--- config.mk ---
export PLATFORM = sky130hd
export DESIGN_NAME = byte_ring_buffer_block_write_flat
export DESIGN_NICKNAME = d
export VERILOG_FILES = /design/src/rtl/brb_pkg.sv /design/src/rtl/brb_if.sv /design/src/rtl/brb_ram.sv /design/src/rtl/byte_ring_buffer_block_write.sv /design/src/flat_wrapper.sv
export SDC_FILE = /design/constraint.sdc
export NUM_CORES = 1
export LEC_CHECK = 0
export BUFFER_PORTS_ARGS = -buffer_cell sky130_fd_sc_hd__buf_2
export CORE_ASPECT_RATIO = 1.4
export CORE_MARGIN = 3
export CORE_UTILIZATION = 40
export DETAILED_ROUTE_END_ITERATION = 8
export SLEW_MARGIN = 20
export SYNTH_ARGS = -nofsm -noshare
export SYNTH_HDL_FRONTEND = slang
export SYNTH_SLANG_ARGS = --single-unit
--- constraint.sdc ---
create_clock -name clk -period 9.85 [get_ports clk]
set_input_delay 1.97 -clock clk [delete_from_list [all_inputs] [get_ports clk]]
set_output_delay 1.97 -clock clk [all_outputs]
set_load 0.02 [all_outputs]
--- src/rtl/brb_pkg.sv ---
// Shared types and constants for the byte ring buffer with block writes.
// Field widths, result status codes and the default buffer depth.
// No dependencies.
package brb_pkg;

  // Default number of byte slots in the ring
  localparam int DEPTH_DEF = 64;

  // Payload field widths
  localparam int DATA_W   = 8;
  localparam int LEN_W    = 6;
  localparam int CAP_W    = 7;
  localparam int COUNT_W  = 6;
  localparam int STATUS_W = 3;

  // Most results one read request may return
  localparam logic [COUNT_W-1:0] MAX_READ = COUNT_W'(63);

  // Item kinds
  localparam logic KIND_WRITE = 1'b0;
  localparam logic KIND_READ  = 1'b1;

  // Result status codes
  typedef enum logic [STATUS_W-1:0] {
    ST_READ_DATA = 3'd0,
    ST_WR_OK     = 3'd1,
    ST_OVERFLOW  = 3'd2,
    ST_EMPTY     = 3'd3,
    ST_TOO_SMALL = 3'd4
  } status_t;

endpackage

--- src/rtl/brb_if.sv ---
// Stream channel interfaces: input items and result items, valid/ready.
// Depends on brb_pkg for field widths and the status type.
interface brb_in_if;
  import brb_pkg::*;

  logic              valid;
  logic              ready;
  logic              kind;
  logic [DATA_W-1:0] data_in;
  logic [LEN_W-1:0]  block_len;
  logic              block_first;
  logic              block_last;
  logic [CAP_W-1:0]  out_capacity;

  modport source (output valid, kind, data_in, block_len, block_first, block_last,
                  out_capacity, input ready);
  modport sink   (input valid, kind, data_in, block_len, block_first, block_last,
                  out_capacity, output ready);
endinterface

interface brb_out_if;
  import brb_pkg::*;

  logic               valid;
  logic               ready;
  status_t            status;
  logic [DATA_W-1:0]  data_out;
  logic [COUNT_W-1:0] byte_count;
  logic               last;

  modport source (output valid, status, data_out, byte_count, last, input ready);
  modport sink   (input valid, status, data_out, byte_count, last, output ready);
endinterface

--- src/rtl/brb_ram.sv ---
// Byte store of the ring: one write port, one read port, read data registered.
// Depends on brb_pkg for the data width.
module brb_ram #(
  parameter int DEPTH = brb_pkg::DEPTH_DEF,
  parameter int AW    = $clog2(DEPTH)
) (
  input  logic                      clk,
  input  logic                      wr_en,
  input  logic [AW-1:0]             wr_addr,
  input  logic [brb_pkg::DATA_W-1:0] wr_data,
  input  logic                      rd_en,
  input  logic [AW-1:0]             rd_addr,
  output logic [brb_pkg::DATA_W-1:0] rd_data
);
  import brb_pkg::*;

  logic [DATA_W-1:0] mem [DEPTH];

  // Write port
  always_ff @(posedge clk) begin
    if (wr_en) begin
      mem[wr_addr] <= wr_data;
    end
  end

  // Read port, read data registered
  always_ff @(posedge clk) begin
    if (rd_en) begin
      rd_data <= mem[rd_addr];
    end
  end

endmodule

--- src/rtl/byte_ring_buffer_block_write.sv ---
// Byte ring buffer with whole-block writes and drain-all reads.
// Depends on brb_pkg, brb_in_if / brb_out_if and brb_ram.
//
//   channel | dir | transfer                        | payload
//   in_ch   | in  | valid & ready at rising clk     | kind, data_in, block_len,
//           |     |                                 | block_first, block_last, out_capacity
//   out_ch  | out | valid & ready at rising clk     | status, data_out, byte_count, last
//
// Write bytes stream back to back while results drain. A data read enters the
// drain state and fetches bytes from the store's single read port, through the
// registered read data, to the output register: one byte per cycle while the
// output is taken. Input is held off during a drain and while the output
// register is full and not being taken. Reset is synchronous, active low; the
// store needs no clearing since only published entries are ever read.
module byte_ring_buffer_block_write #(
  parameter int DEPTH = brb_pkg::DEPTH_DEF
) (
  input  logic       clk,
  input  logic       rst_n,
  brb_in_if.sink     in_ch,
  brb_out_if.source  out_ch
);
  import brb_pkg::*;

  localparam int AW  = $clog2(DEPTH);
  localparam int CW  = ((AW > LEN_W) ? AW : LEN_W) + 1;   // fill check width
  localparam int RW  = (AW > CAP_W) ? AW : CAP_W;          // capacity compare width
  localparam logic [AW-1:0] LAST_ADDR = AW'(DEPTH - 1);

  typedef enum logic {S_IDLE, S_DRAIN} state_t;

  function automatic logic [AW-1:0] ptr_inc(input logic [AW-1:0] p);
    ptr_inc = (p == LAST_ADDR) ? '0 : p + AW'(1);
  endfunction

  // Registers
  state_t             state_r, state_nxt;
  logic [AW-1:0]      read_ptr_r, read_ptr_nxt;
  logic [AW-1:0]      write_ptr_r, write_ptr_nxt;
  logic [AW-1:0]      stage_ptr_r, stage_ptr_nxt;
  logic               block_ok_r, block_ok_nxt;
  logic [AW-1:0]      rd_addr_r, rd_addr_nxt;
  logic [COUNT_W-1:0] n_r, n_nxt;
  logic [COUNT_W-1:0] issued_r, issued_nxt;
  logic [COUNT_W-1:0] sent_r, sent_nxt;
  logic               mq_valid_r, mq_valid_nxt;
  logic               out_valid_r, out_valid_nxt;
  status_t            out_status_r, out_status_nxt;
  logic [DATA_W-1:0]  out_data_r, out_data_nxt;
  logic [COUNT_W-1:0] out_count_r, out_count_nxt;
  logic               out_last_r, out_last_nxt;

  // Store ports
  logic               wr_en;
  logic [AW-1:0]      wr_addr;
  logic               rd_en;
  logic [DATA_W-1:0]  rd_data;

  // Fill level and checks
  logic [AW:0]        diff;
  logic [AW-1:0]      filled;
  logic               fits;
  logic               too_small;
  logic               out_free;
  logic               in_ready;
  logic               accept;

  brb_ram #(.DEPTH(DEPTH), .AW(AW)) u_ram (
    .clk     (clk),
    .wr_en   (wr_en),
    .wr_addr (wr_addr),
    .wr_data (in_ch.data_in),
    .rd_en   (rd_en),
    .rd_addr (rd_addr_r),
    .rd_data (rd_data)
  );

  // Filled count: write minus read, modulo DEPTH
  always_comb begin
    diff = {1'b0, write_ptr_r} - {1'b0, read_ptr_r};
    if (diff[AW]) begin
      filled = AW'(diff + (AW+1)'(DEPTH));
    end else begin
      filled = diff[AW-1:0];
    end
    fits      = (CW'(filled) + CW'(in_ch.block_len)) <= CW'(DEPTH - 1);
    too_small = (RW'(filled) > RW'(in_ch.out_capacity)) ||
                (RW'(filled) > RW'(MAX_READ));
  end

  assign out_free = !out_valid_r || out_ch.ready;
  assign in_ready = (state_r == S_IDLE) && out_free;
  assign accept   = in_ch.valid && in_ready;

  assign in_ch.ready       = in_ready;
  assign out_ch.valid      = out_valid_r;
  assign out_ch.status     = out_status_r;
  assign out_ch.data_out   = out_data_r;
  assign out_ch.byte_count = out_count_r;
  assign out_ch.last       = out_last_r;

  // Next-state logic
  always_comb begin
    logic [AW-1:0] sp;
    logic [AW-1:0] sp_inc;
    logic          ok;
    logic          move;
    logic          issue;

    state_nxt      = state_r;
    read_ptr_nxt   = read_ptr_r;
    write_ptr_nxt  = write_ptr_r;
    stage_ptr_nxt  = stage_ptr_r;
    block_ok_nxt   = block_ok_r;
    rd_addr_nxt    = rd_addr_r;
    n_nxt          = n_r;
    issued_nxt     = issued_r;
    sent_nxt       = sent_r;
    mq_valid_nxt   = mq_valid_r;
    out_valid_nxt  = out_valid_r && !out_ch.ready;
    out_status_nxt = out_status_r;
    out_data_nxt   = out_data_r;
    out_count_nxt  = out_count_r;
    out_last_nxt   = out_last_r;
    wr_en          = 1'b0;
    rd_en          = 1'b0;

    sp     = in_ch.block_first ? write_ptr_r : stage_ptr_r;
    ok     = in_ch.block_first ? fits : block_ok_r;
    sp_inc = ptr_inc(sp);
    wr_addr = sp;
    move   = 1'b0;
    issue  = 1'b0;

    case (state_r)
      S_IDLE: begin
        if (accept) begin
          if (in_ch.kind == KIND_WRITE) begin
            // Stage the byte unless it would fill the guard slot
            if (ok) begin
              if (sp_inc == read_ptr_r) begin
                ok = 1'b0;
              end else begin
                wr_en = 1'b1;
                sp    = sp_inc;
              end
            end
            stage_ptr_nxt = sp;
            block_ok_nxt  = ok;
            // Publish the block on its last byte
            if (in_ch.block_last) begin
              if (ok) begin
                write_ptr_nxt = sp;
              end
              block_ok_nxt   = 1'b0;
              out_valid_nxt  = 1'b1;
              out_status_nxt = ok ? ST_WR_OK : ST_OVERFLOW;
              out_data_nxt   = '0;
              out_count_nxt  = '0;
              out_last_nxt   = 1'b1;
            end
          end else begin
            if (filled == '0) begin
              out_valid_nxt  = 1'b1;
              out_status_nxt = ST_EMPTY;
              out_data_nxt   = '0;
              out_count_nxt  = '0;
              out_last_nxt   = 1'b1;
            end else if (too_small) begin
              out_valid_nxt  = 1'b1;
              out_status_nxt = ST_TOO_SMALL;
              out_data_nxt   = '0;
              out_count_nxt  = '0;
              out_last_nxt   = 1'b1;
            end else begin
              state_nxt    = S_DRAIN;
              rd_addr_nxt  = read_ptr_r;
              n_nxt        = COUNT_W'(filled);
              issued_nxt   = '0;
              sent_nxt     = '0;
              mq_valid_nxt = 1'b0;
            end
          end
        end
      end

      S_DRAIN: begin
        // Move fetched byte to the output register
        move  = mq_valid_r && out_free;
        // Fetch the next byte when the read data register is free
        issue = (issued_r != n_r) && (!mq_valid_r || move);
        if (issue) begin
          rd_en       = 1'b1;
          rd_addr_nxt = ptr_inc(rd_addr_r);
          issued_nxt  = issued_r + COUNT_W'(1);
        end
        mq_valid_nxt = issue || (mq_valid_r && !move);
        if (move) begin
          out_valid_nxt  = 1'b1;
          out_status_nxt = ST_READ_DATA;
          out_data_nxt   = rd_data;
          out_count_nxt  = n_r;
          out_last_nxt   = (sent_r + COUNT_W'(1)) == n_r;
          sent_nxt       = sent_r + COUNT_W'(1);
          if ((sent_r + COUNT_W'(1)) == n_r) begin
            read_ptr_nxt = write_ptr_r;
            state_nxt    = S_IDLE;
          end
        end
      end

      default: begin
        state_nxt = S_IDLE;
      end
    endcase
  end

  // State and registered outputs
  always_ff @(posedge clk) begin
    if (!rst_n) begin
      state_r     <= S_IDLE;
      read_ptr_r  <= '0;
      write_ptr_r <= '0;
      stage_ptr_r <= '0;
      block_ok_r  <= 1'b0;
      mq_valid_r  <= 1'b0;
      out_valid_r <= 1'b0;
      issued_r    <= '0;
      sent_r      <= '0;
      n_r         <= '0;
      rd_addr_r   <= '0;
    end else begin
      state_r     <= state_nxt;
      read_ptr_r  <= read_ptr_nxt;
      write_ptr_r <= write_ptr_nxt;
      stage_ptr_r <= stage_ptr_nxt;
      block_ok_r  <= block_ok_nxt;
      mq_valid_r  <= mq_valid_nxt;
      out_valid_r <= out_valid_nxt;
      issued_r    <= issued_nxt;
      sent_r      <= sent_nxt;
      n_r         <= n_nxt;
      rd_addr_r   <= rd_addr_nxt;
    end
  end

  // Result payload, no reset
  always_ff @(posedge clk) begin
    out_status_r <= out_status_nxt;
    out_data_r   <= out_data_nxt;
    out_count_r  <= out_count_nxt;
    out_last_r   <= out_last_nxt;
  end

endmodule
--- src/flat_wrapper.sv ---
// flat-port wrapper written by rule: the top's interface ports become plain ports
module byte_ring_buffer_block_write_flat import brb_pkg::*;
#(
  parameter int DEPTH = brb_pkg::DEPTH_DEF
)
  (clk, rst_n, in_ch_valid, in_ch_kind, in_ch_data_in, in_ch_block_len, in_ch_block_first, in_ch_block_last, in_ch_out_capacity, in_ch_ready, out_ch_valid, out_ch_status, out_ch_data_out, out_ch_byte_count, out_ch_last, out_ch_ready);
  brb_in_if in_ch_i ();
  brb_out_if out_ch_i ();
  input  logic clk;
  input  logic rst_n;
  input wire logic [$bits(in_ch_i.valid)-1:0] in_ch_valid;
  input wire logic [$bits(in_ch_i.kind)-1:0] in_ch_kind;
  input wire logic [$bits(in_ch_i.data_in)-1:0] in_ch_data_in;
  input wire logic [$bits(in_ch_i.block_len)-1:0] in_ch_block_len;
  input wire logic [$bits(in_ch_i.block_first)-1:0] in_ch_block_first;
  input wire logic [$bits(in_ch_i.block_last)-1:0] in_ch_block_last;
  input wire logic [$bits(in_ch_i.out_capacity)-1:0] in_ch_out_capacity;
  output wire logic [$bits(in_ch_i.ready)-1:0] in_ch_ready;
  output wire logic [$bits(out_ch_i.valid)-1:0] out_ch_valid;
  output wire logic [$bits(out_ch_i.status)-1:0] out_ch_status;
  output wire logic [$bits(out_ch_i.data_out)-1:0] out_ch_data_out;
  output wire logic [$bits(out_ch_i.byte_count)-1:0] out_ch_byte_count;
  output wire logic [$bits(out_ch_i.last)-1:0] out_ch_last;
  input wire logic [$bits(out_ch_i.ready)-1:0] out_ch_ready;
  assign in_ch_i.valid = in_ch_valid;
  assign in_ch_i.kind = in_ch_kind;
  assign in_ch_i.data_in = in_ch_data_in;
  assign in_ch_i.block_len = in_ch_block_len;
  assign in_ch_i.block_first = in_ch_block_first;
  assign in_ch_i.block_last = in_ch_block_last;
  assign in_ch_i.out_capacity = in_ch_out_capacity;
  assign in_ch_ready = in_ch_i.ready;
  assign out_ch_valid = out_ch_i.valid;
  assign out_ch_status = out_ch_i.status;
  assign out_ch_data_out = out_ch_i.data_out;
  assign out_ch_byte_count = out_ch_i.byte_count;
  assign out_ch_last = out_ch_i.last;
  assign out_ch_i.ready = out_ch_ready;
  byte_ring_buffer_block_write #(.DEPTH(DEPTH)) u_core (.clk(clk), .rst_n(rst_n), .in_ch(in_ch_i), .out_ch(out_ch_i));
endmodule
==> impl_metrics.yaml, run 1 <==
clock_network:
  htreeDepth: 2
  cts_setup_buffers: 0
  hold_buffers: 0
  clock-sinks: 584
  worstSkewPairLatency_ps: 590
  root_buffer: "clkbuf_16"
  clkTransAtPathRegs_ps: 70
  clk_path_buf_depth: 3
  cts_resized: 0
  cts_tree: "built"
  cts_inserted_buffers: 54
sta:
  relSlewSlack: 0.247
  report.final.hold_viol_count: 0
  worstMarginPinSlew_ps: 1120
  fin_crit_ps: 6860
  period_share: 0.697
  setup-tns-final_ps: 0
  setup_viol: 0
  maxSlewViolCount: 0
  timing.fmax_ghz: 0.146
  rsz0062_at_grt: "false"
  finClkSkew_ps: 14.3
  layout_setup_ws_ps: 2990
finish:
  areaGrowthSynthToFinish_pct: 12.4
  final_nets: 1371
  top_register: "u_core.u_ram.mem"
  fill_cells: 4957
  multi_input_area_mm2: 0.00656
  n_antenna_cell: 0
  largest_reg_flops: 512
  final_cell_area_mm2: 0.0269
  regArea_mm2: 0.0171
  drive_gt1_frac: 0.259
  instances_no_fill: 2113
global_routing:
  grt_max_degree: 65
  grt_pass1_wl_um: 84400
  first_global_vias: 12700
  track_usage: 0.183
  gr-total-overflow: 0
  antenna_found_initial: 0
drt:
  drcViolationCount: 0
  wl_per_cell_um: 26.8
  wirelength_um: 56700
  via_count: 12100
  drt_first_pass_iters: 5
  drt.antenna.violating_nets: 0
  via_per_inst: 5.73
  drt_iter0_markers: 1021
logic_synthesis:
  syn_area_mm2: 0.0239
  synth-edff-count: 538
  ys_types: 66
  synthTopCellsByCount: "538 x edfxtp_1, 168 x mux4_2, 71 x nor2_1, 46 x dfxtp_1, 45 x nand2_1"
  ys_ff_latch: 584
  async_flop_share: 0
  yosysMostFrequentCell: "edfxtp_1"
  syn-instance-count: 1255
  yosys_warnings: 0
  yosysSeqAreaShare: 0.714
  synth_top_area_share: 0.676
  synth_nets: 1306
  synth_ff_type: "edfxtp_1"
  synth_top_cell_by_area: "edfxtp_1"
  avgSynthCellArea_um2: 19.1
  synthTopCellsByArea: "edfxtp_1 68%, mux4_2 16%, dfxtp_1 3.9%, nor2_1 1.1%, ha_1 1.1%"
worst_setup_path:
  endpoint_kind: "register"
  required_ps: 10050
  start_kind: "primary input"
  reg2reg_slack_ps: 4470
  critPathMaxFanout: 23
  crit_type: "primary input to register"
  crit_arrival_ps: 7060
floorplan:
  start_util: 0.406
  rows: 105
  die_w_um: 213
  die_area_mm2: 0.0628
  boundaryPins: 48
  die_h_um: 295
  core_mm2: 0.0589
min_path:
  min_path_type: "register to register"
power_and_ir_drop:
  p_leak_nw: 8.37
  powerDensity_mw_per_mm2: 187
  ir_drop_v: 0.000117
run:
  maxCapViolCount: 0
placed_design:
  dp_hpwl_um: 36400
  gp_congestion: 0.873
  dpl_cell_area_mm2: 0.0250
  place_ws_ps: 2410
  dp_cells: 2012
  port_buffers: 47
outcome:
  status: "finished, final reports clean"
-- per-stage QoR --
stage                util  hold WS [ps]  power, mW
floorplan               -           429       2.88
global placement    0.425           476       2.98
detailed placement  0.425           479       2.98
CTS                 0.455           496       5.08
global route        0.457           518       5.19
finish              0.457           491       5.03
-- layout make-up --
| class | instances | share of cell area |
|---|---|---|
| clock buffer | 66 | 0.0531 |
| clock inverter | 34 | 0.0132 |
| inverter | 21 | 0.00293 |
| multi-input combinational | 589 | 0.244 |
| tap | 749 | 0.0349 |
| sequential | 584 | 0.636 |
| timing repair buffer | 70 | 0.0159 |
-- critical path, stage by stage --
cell and delay [ps]:
buf_2 400, mux2i_2 530, inv_1 190, ha_1 300
nand4_1 170, nand2_1 150, a211oi_2 340, or3_4 210
a2111o_1 670, nand4_1 920, nor3_1 1180
-- power breakdown --
group	total (mW)	switching (mW)	internal [mW]
Sequential	2.73	0.00987	2.72
Combinational	0.201	0.137	0.0648
Clock	2.10	0.908	1.20
Total	5.03	1.05	3.98
-- final timing paths --
kind                                       startpoint                       to  depth (start not counted)
worst max-delay path                in_ch_block_first  u_core.u_ram.mem[59][7]                         11
worst min-delay path                u_core.block_ok_r        u_core.block_ok_r                          2
worst max register to register  u_core.write_ptr_r[0]  u_core.u_ram.mem[59][7]                         10
worst min register to register      u_core.block_ok_r        u_core.block_ok_r                          2
-- placed cells by master, fill, tap and decap left out, drive strengths merged, types with 6 or more instances in the layout --
master and instances:
mux2i 17, edfxtp 538, dfxtp 46, bufinv 6, nand2 45, ha 21
xor2 8, a31oi 12, a21o 6, nor3 31, o211ai 6, nand3 33
and4 9, inv 25, and3 9, mux4 168, clkinv 23, buf 70
clkbuf 66, xnor2 17, nor2 71, o21ai 12, or3 8, nand4 13
and2 16, a21oi 25
-- kinds of logic after synthesis --
| family | synth area share |
|---|---|
| AOI/OAI and AO/OA | 0.0292 |
| xor gates and xnor gates | 0.00916 |
| adders and majority gates | 0.0127 |
| buffers and inverters | 0.0139 |
| DFF | 0.714 |
| muxes | 0.167 |
| and+or+nand+nor | 0.0536 |
-- per-layer routing --
metal	global-route usage	wire, µm	vias to the layer above
met2	0.327	29900	391
met5	0	0	-
met4	0.0797	2820	0
met1	0.224	21600	6302
li1	-	-	5292
met3	0.0218	2310	120
Power figures use the tool's default switching activity.
==> inputs of run 2 (changes only) <==
--- a/config.mk
+++ b/config.mk
@@ -5,6 +5,7 @@
 export SDC_FILE = /design/constraint.sdc
 export NUM_CORES = 1
 export LEC_CHECK = 0
+export ABC_AREA = 1
 export BUFFER_PORTS_ARGS = -buffer_cell sky130_fd_sc_hd__buf_2
 export CORE_ASPECT_RATIO = 1.4
 export CORE_MARGIN = 3
==> constraint.sdc (replaced) <==
create_clock -name clk -period 6.95 [get_ports clk]
set_input_delay 1.39 -clock clk [delete_from_list [all_inputs] [get_ports clk]]
set_output_delay 1.39 -clock clk [all_outputs]
set_load 0.02 [all_outputs]
==> run 2 against run 1 <==
Net effect: area after synthesis rose by 1.5%; count of clock-buffer cells in the layout fell by 7; flip-flop and latch count did not move; first-iteration DRC count rose by 44%; utilization fell by 0.30 points; sequential power rose by 43%; routed wire length rose by 14%; sequential share of layout area fell by 0.74 points; clock power rose by 48%; combinational power rose to 4.2 times the previous value; total power rose by 56%; non-clock buffer count fell by 3.
==> impl_metrics.yaml, run 2 <==
logic_synthesis:
  syn-instance-count: 2025
  synth_top_area_share: 0.666
  synth-edff-count: 538
  synth_nets: 2076
  avgSynthCellArea_um2: 12.0
  yosys_warnings: 0
  ys_ff_latch: 584
  synthTopCellsByCount: "538 x edfxtp_1, 274 x nor2_1, 252 x o21ai_0, 225 x nand2_1, 132 x nand3_1"
  yosysMostFrequentCell: "edfxtp_1"
  yosysSeqAreaShare: 0.704
  ys_types: 40
  syn_area_mm2: 0.0243
  synthTopCellsByArea: "edfxtp_1 67%, o21ai_0 5.2%, nor2_1 4.2%, dfxtp_1 3.8%, nand2_1 3.5%"
  async_flop_share: 0
  synth_top_cell_by_area: "edfxtp_1"
  synth_ff_type: "edfxtp_1"
sta:
  report.final.hold_viol_count: 0
  setup_viol: 0
  setup-tns-final_ps: 0
  relSlewSlack: 0.277
  period_share: 0.706
  timing.fmax_ghz: 0.204
  finClkSkew_ps: 22.9
  layout_setup_ws_ps: 2040
  rsz0062_at_grt: "false"
  worstMarginPinSlew_ps: 1080
  maxSlewViolCount: 0
  fin_crit_ps: 4910
drt:
  drt_iter0_markers: 1469
  via_per_inst: 5.53
  wirelength_um: 64700
  drt_first_pass_iters: 5
  drt.antenna.violating_nets: 0
  drcViolationCount: 0
  wl_per_cell_um: 22.4
  via_count: 15900
clock_network:
  cts_inserted_buffers: 52
  worstSkewPairLatency_ps: 620
  cts_setup_buffers: 0
  htreeDepth: 2
  clk_path_buf_depth: 3
  clkTransAtPathRegs_ps: 70
  clock-sinks: 584
  hold_buffers: 0
  cts_tree: "built"
  cts_resized: 0
  root_buffer: "clkbuf_16"
finish:
  layout_common_cells: "538 x edfxtp_1, 274 x nor2_1, 252 x o21ai_0"
  n_antenna_cell: 0
  areaGrowthSynthToFinish_pct: 12.0
  final_nets: 2079
  top_register: "u_core.u_ram.mem"
  largest_reg_flops: 512
  fin_util: 0.453
  fill_cells: 5496
  instances_no_fill: 2882
  final_common_cell: "edfxtp_1"
  drive_gt1_frac: 0.0956
worst_setup_path:
  crit_type: "register to register"
  critPathTopFamily: "simple AND/OR/NAND/NOR gates"
  crit_chain: "inv_1 -> ha_1 -> inv_1 -> fa_1 -> a21oi_1 -> o21ai_0 -> xor2_1 -> ha_1 -> nand2_1 -> o21ai_0 -> o21ai_0 -> o21ai_0 -> o21bai_4 -> nor2_8 -> nand2_1 -> nor3_1"
  critPathBufInv: 2
  start_kind: "register"
  crit_cells: 16
  required_ps: 7160
  crit_path_frequent_cell: "o21ai_0"
  slowest_delay_ps: 980
  crit_slowest_cell: "nor3_1"
  reg2reg_slack_ps: 2040
  r2r_cells: 16
  critPathMaxFanout: 10
  endpoint_kind: "register"
  crit_arrival_ps: 5120
floorplan:
  rows: 106
  die_area_mm2: 0.0637
  boundaryPins: 48
  core_mm2: 0.0599
  die_w_um: 214
  start_util: 0.405
  die_h_um: 297
global_routing:
  first_global_vias: 16200
  grt_max_degree: 212
  track_usage: 0.200
  grt_pass1_wl_um: 98200
  gr-total-overflow: 0
  antenna_found_initial: 0
min_path:
  holdPathStages: 2
  min_path_type: "register to register"
outcome:
  status: "finished, final reports clean"
placed_design:
  dp_hpwl_um: 39200
  gp_congestion: 0.854
  port_buffers: 47
  place_ws_ps: 1960
  dp_cells: 2784
power_and_ir_drop:
  p_seq_frac: 0.498
  ir_drop_v: 0.000183
  p_leak_nw: 9.17
  powerDensity_mw_per_mm2: 289
  swShare: 0.251
  power.net_switching_mw: 1.97
  p_int_mw: 5.88
  pwr-share-comb: 0.108
  power.share.clock: 0.394
run:
  maxCapViolCount: 0
==> run 2: cell types whose count changed in the layout (fill, tap and decap cells not counted), moves of 74 or more <==
cell,previous run,this run
o21ai_0,12,252
o221ai_1,1,85
nand3_1,33,132
nor2_1,70,274
a21oi_1,25,99
mux4_2,168,0
nand2_1,45,224
==> run 2: layout make-up <==
type                       count  area (µm²)  area share
inverter                      88         335      0.0123
tap                          810        1010      0.0373
multi-input combinational   1235        6480       0.238
clock buffer                  59        1370      0.0503
sequential                   584       17100       0.628
timing repair buffer          67         400      0.0147
clock inverter                39         500      0.0184
==> run 2: cell families after synthesis <==
| kind of cell | after synthesis | share of synthesized area |
|---|---|---|
| adder cells (fa/ha/maj) | 23 | 0.0125 |
| flip-flops | 584 | 0.704 |
| AO/OA/AOI/OAI | 502 | 0.124 |
| XOR/XNOR | 21 | 0.00758 |
| buffers and inverters | 206 | 0.0328 |
| AND/OR/NAND/NOR | 687 | 0.119 |
| multiplexers | 2 | 0.000825 |
==> run 2: power by group through the flow <==
stage	Sequential [mW]	Clock (mW)	Combinational [mW]
after CTS	3.91	3.14	0.850
after global routing	3.91	3.29	0.937
after global placement	3.99	0	0.840
final	3.91	3.10	0.851
after floorplan	3.99	0	0.505
after detailed placement	3.99	0	0.848
==> run 2: worst paths after layout <==
path | endpoint | start
max | u_core.u_ram.mem[29][2] | u_core.write_ptr_r[0]
min reg2reg | u_core.block_ok_r | u_core.block_ok_r
max reg2reg | u_core.u_ram.mem[29][2] | u_core.write_ptr_r[0]
min | u_core.block_ok_r | u_core.block_ok_r
==> run 2: routing by layer <==
layer | wire length [µm] | GRT usage
met1 | 25300 | 0.237
met2 | 33500 | 0.365
met3 | 3020 | 0.0249
met4 | 2790 | 0.0843
met5 | 0 | 0
==> run 2: through the flow <==
stage	hold WS, ps	cell area (µm²)	total power [mW]
after floorplan	442	24300	4.50
after global placement	483	25200	4.83
after detailed placement	469	25300	4.83
after CTS	478	27100	7.90
after global routing	511	27200	8.13
final	483	27200	7.86
==> run 2: tightest hold or removal path, delay by kind of cell, from the launching register on <==
family | cells | cell delay, ps
AOI/OAI and AO/OA | 1 | 60
DFF | 1 | 320
and+or+nand+nor | 1 | 60
==> inputs of run 3 (changes only) <==
==> constraint.sdc (replaced) <==
create_clock -name clk -period 4 [get_ports clk]
set_input_delay 0.8 -clock clk [delete_from_list [all_inputs] [get_ports clk]]
set_output_delay 0.8 -clock clk [all_outputs]
set_load 0.02 [all_outputs]
==> run 3 against run 2 <==
Net effect: sequential power increased by 74%; die area is the same; design area is 2.5% higher; fmax rose by 32%; largest power group unchanged.
==> impl_metrics.yaml, run 3 (same netlist as run 2, synthesis figures left out) <==
sta:
  maxSlewViolCount: 0
  report.final.hold_viol_count: 0
  worstMarginPinSlew_ps: 1060
  finClkSkew_ps: 34.5
  setup_viol: 0
  timing.fmax_ghz: 0.270
  fin_crit_ps: 3710
  period_share: 0.927
  layout_setup_ws_ps: 292
  relSlewSlack: 0.291
drt:
  drt_iter0_markers: 1843
  via_count: 16900
  drt_first_pass_iters: 5
  drt.antenna.violating_nets: 0
  drcViolationCount: 0
  via_per_inst: 5.68
  wirelength_um: 69100
  wl_per_cell_um: 23.2
power_and_ir_drop:
  p_leak_nw: 9.67
  ir_drop_v: 0.000385
  powerDensity_mw_per_mm2: 493
worst_setup_path:
  reg2reg_from: "u_core.write_ptr_r[0]"
  critPathBufInv: 4
  endpoint_kind: "register"
  required_ps: 4290
  critPathMaxFanout: 8
  reg2reg_slack_ps: 290
  r2r_end: "u_core.u_ram.mem[21][1]"
  crit_arrival_ps: 4000
  crit_start: "u_core.write_ptr_r[0]"
  start_kind: "register"
  critPathTopFamily: "adder cells"
  crit_slowest_cell: "fa_1"
  slowest_delay_ps: 400
  crit_chain: "inv_1 -> ha_1 -> inv_1 -> fa_1 -> a21oi_1 -> o21ai_0 -> xor2_1 -> ha_1 -> nand2_1 -> o21ai_0 -> o21ai_1 -> o21ai_1 -> o21bai_4 -> nor2_8 -> nand2_1 -> buf_12 -> nor3_1 -> buf_4"
  crit_type: "register to register"
  r2r_cells: 18
placed_design:
  place_ws_ps: 171
  gp_congestion: 0.868
  dp_cells: 2872
  port_buffers: 47
  dp_hpwl_um: 42900
finish:
  final_common_cell: "edfxtp_1"
  instances_no_fill: 2974
  fin_util: 0.465
  n_antenna_cell: 0
  drive_gt1_frac: 0.126
  layout_common_cells: "538 x edfxtp_1, 274 x nor2_1, 250 x o21ai_0"
  areaGrowthSynthToFinish_pct: 14.7
  final_nets: 2170
  top_register: "u_core.u_ram.mem"
  largest_reg_flops: 512
  fill_cells: 5442
min_path:
  hold_path.startpoint: "u_core.block_ok_r"
  holdPathStages: 2
  whs_endpoint: "u_core.block_ok_r"
  min_path_type: "register to register"
global_routing:
  track_usage: 0.213
  use_met3: 0.0293
  antenna_found_initial: 0
  grt_pass1_wl_um: 104000
  grt_max_degree: 188
  top_usage_layer: "met2"
  first_global_vias: 17200
  gr-total-overflow: 0
  use_met2: 0.377
  met1_usage: 0.252
clock_network:
  hold_buffers: 0
  clk_path_buf_depth: 3
  clock-sinks: 584
  worstSkewPairLatency_ps: 610
  cts_tree: "built"
  htreeDepth: 2
  cts_inserted_buffers: 54
  root_buffer: "clkbuf_16"
  clkTransAtPathRegs_ps: 60
outcome:
  status: "finished, final reports clean"
floorplan:
  boundaryPins: 48
  core_mm2: 0.0599
  die_w_um: 214
  rows: 106
  die_area_mm2: 0.0637
  die_h_um: 297
  start_util: 0.405
run:
  maxCapViolCount: 0
## run 3: cell count changes in the layout (fill, tap and decap cells not counted), moves of 4 or more
cell       before  now
buf_12          1    5
nor3_2         16    1
clkinv_4        6    2
clkbuf_16      52   56
clkinv_1        9   13
clkbuf_8        4    0
buf_4          20  109
clkinv_2        9   14
buf_2          46   42
nor3_1         13   28
## run 3: how the worst max path moves through the flow
stage,depth (start not counted),end,slack (ps)
2_1_floorplan,17,u_core.u_ram.mem[20][0],350
3_5_place_dp,17,u_core.u_ram.mem[38][5],170
6_report,18,u_core.u_ram.mem[21][1],290
3_3_place_gp,21,u_core.u_ram.mem[38][2],250
5_1_grt,18,u_core.u_ram.mem[13][2],-8
4_1_cts,17,u_core.u_ram.mem[22][7],180
## run 3: cell type report
class	instances	area [µm²]	share of cell area
clock buffer	60	1420	0.0509
clock inverter	41	439	0.0158
inverter	88	335	0.0120
multi-input combinational	1235	6430	0.231
sequential	584	17100	0.613
tap	810	1010	0.0364
timing repair buffer	156	1130	0.0405
## run 3: power breakdown
group / switching [mW] / total (mW) / internal [mW] / leakage (nW)
sequential: 0.0633 / 6.81 / 6.75 / 5.22
clock: 2.29 / 5.37 / 3.08 / 0.909
combinational: 1.11 / 1.54 / 0.430 / 3.53
## run 3: repair_timing
| action | in CTS | in global routing |
|---|---|---|
| endpoints found under the setup margin | 0 | 515 |
| resized for setup | 0 | 7 |
| setup buffers | 0 | 1 |
## run 3: worst reg2reg max path: cells and delay by family (launching register included)
family                     cells  cell delay [ps]
xor gates and xnor gates       1              370
buffers and inverters          4              540
DFF                            1              330
adders and majority gates      3              850
AOI/OAI and AO/OA              6              760
and+or+nand+nor                4              570
## run 3: layer usage
metal  share of wire  wire [µm]  vias to the layer above
met5               0          0                        -
met2            0.51      35100                      723
met1            0.38      26100                     8361
met4           0.056       3840                        0
met3           0.059       4050                      184
li1                -          -                     7620
## run 3: metrics by stage
step           total power [mW]  hold WS [ps]  area [µm²]  TNS, ps
3_3_place_gp               8.45           456       26000        0
6_report                   13.7           476       27900        0
5_1_grt                    14.2           485       27900    -49.4
4_1_cts                    13.8           455       27800        0
3_5_place_dp               8.46           456       26000        0
2_1_floorplan              7.82           442       24300        0
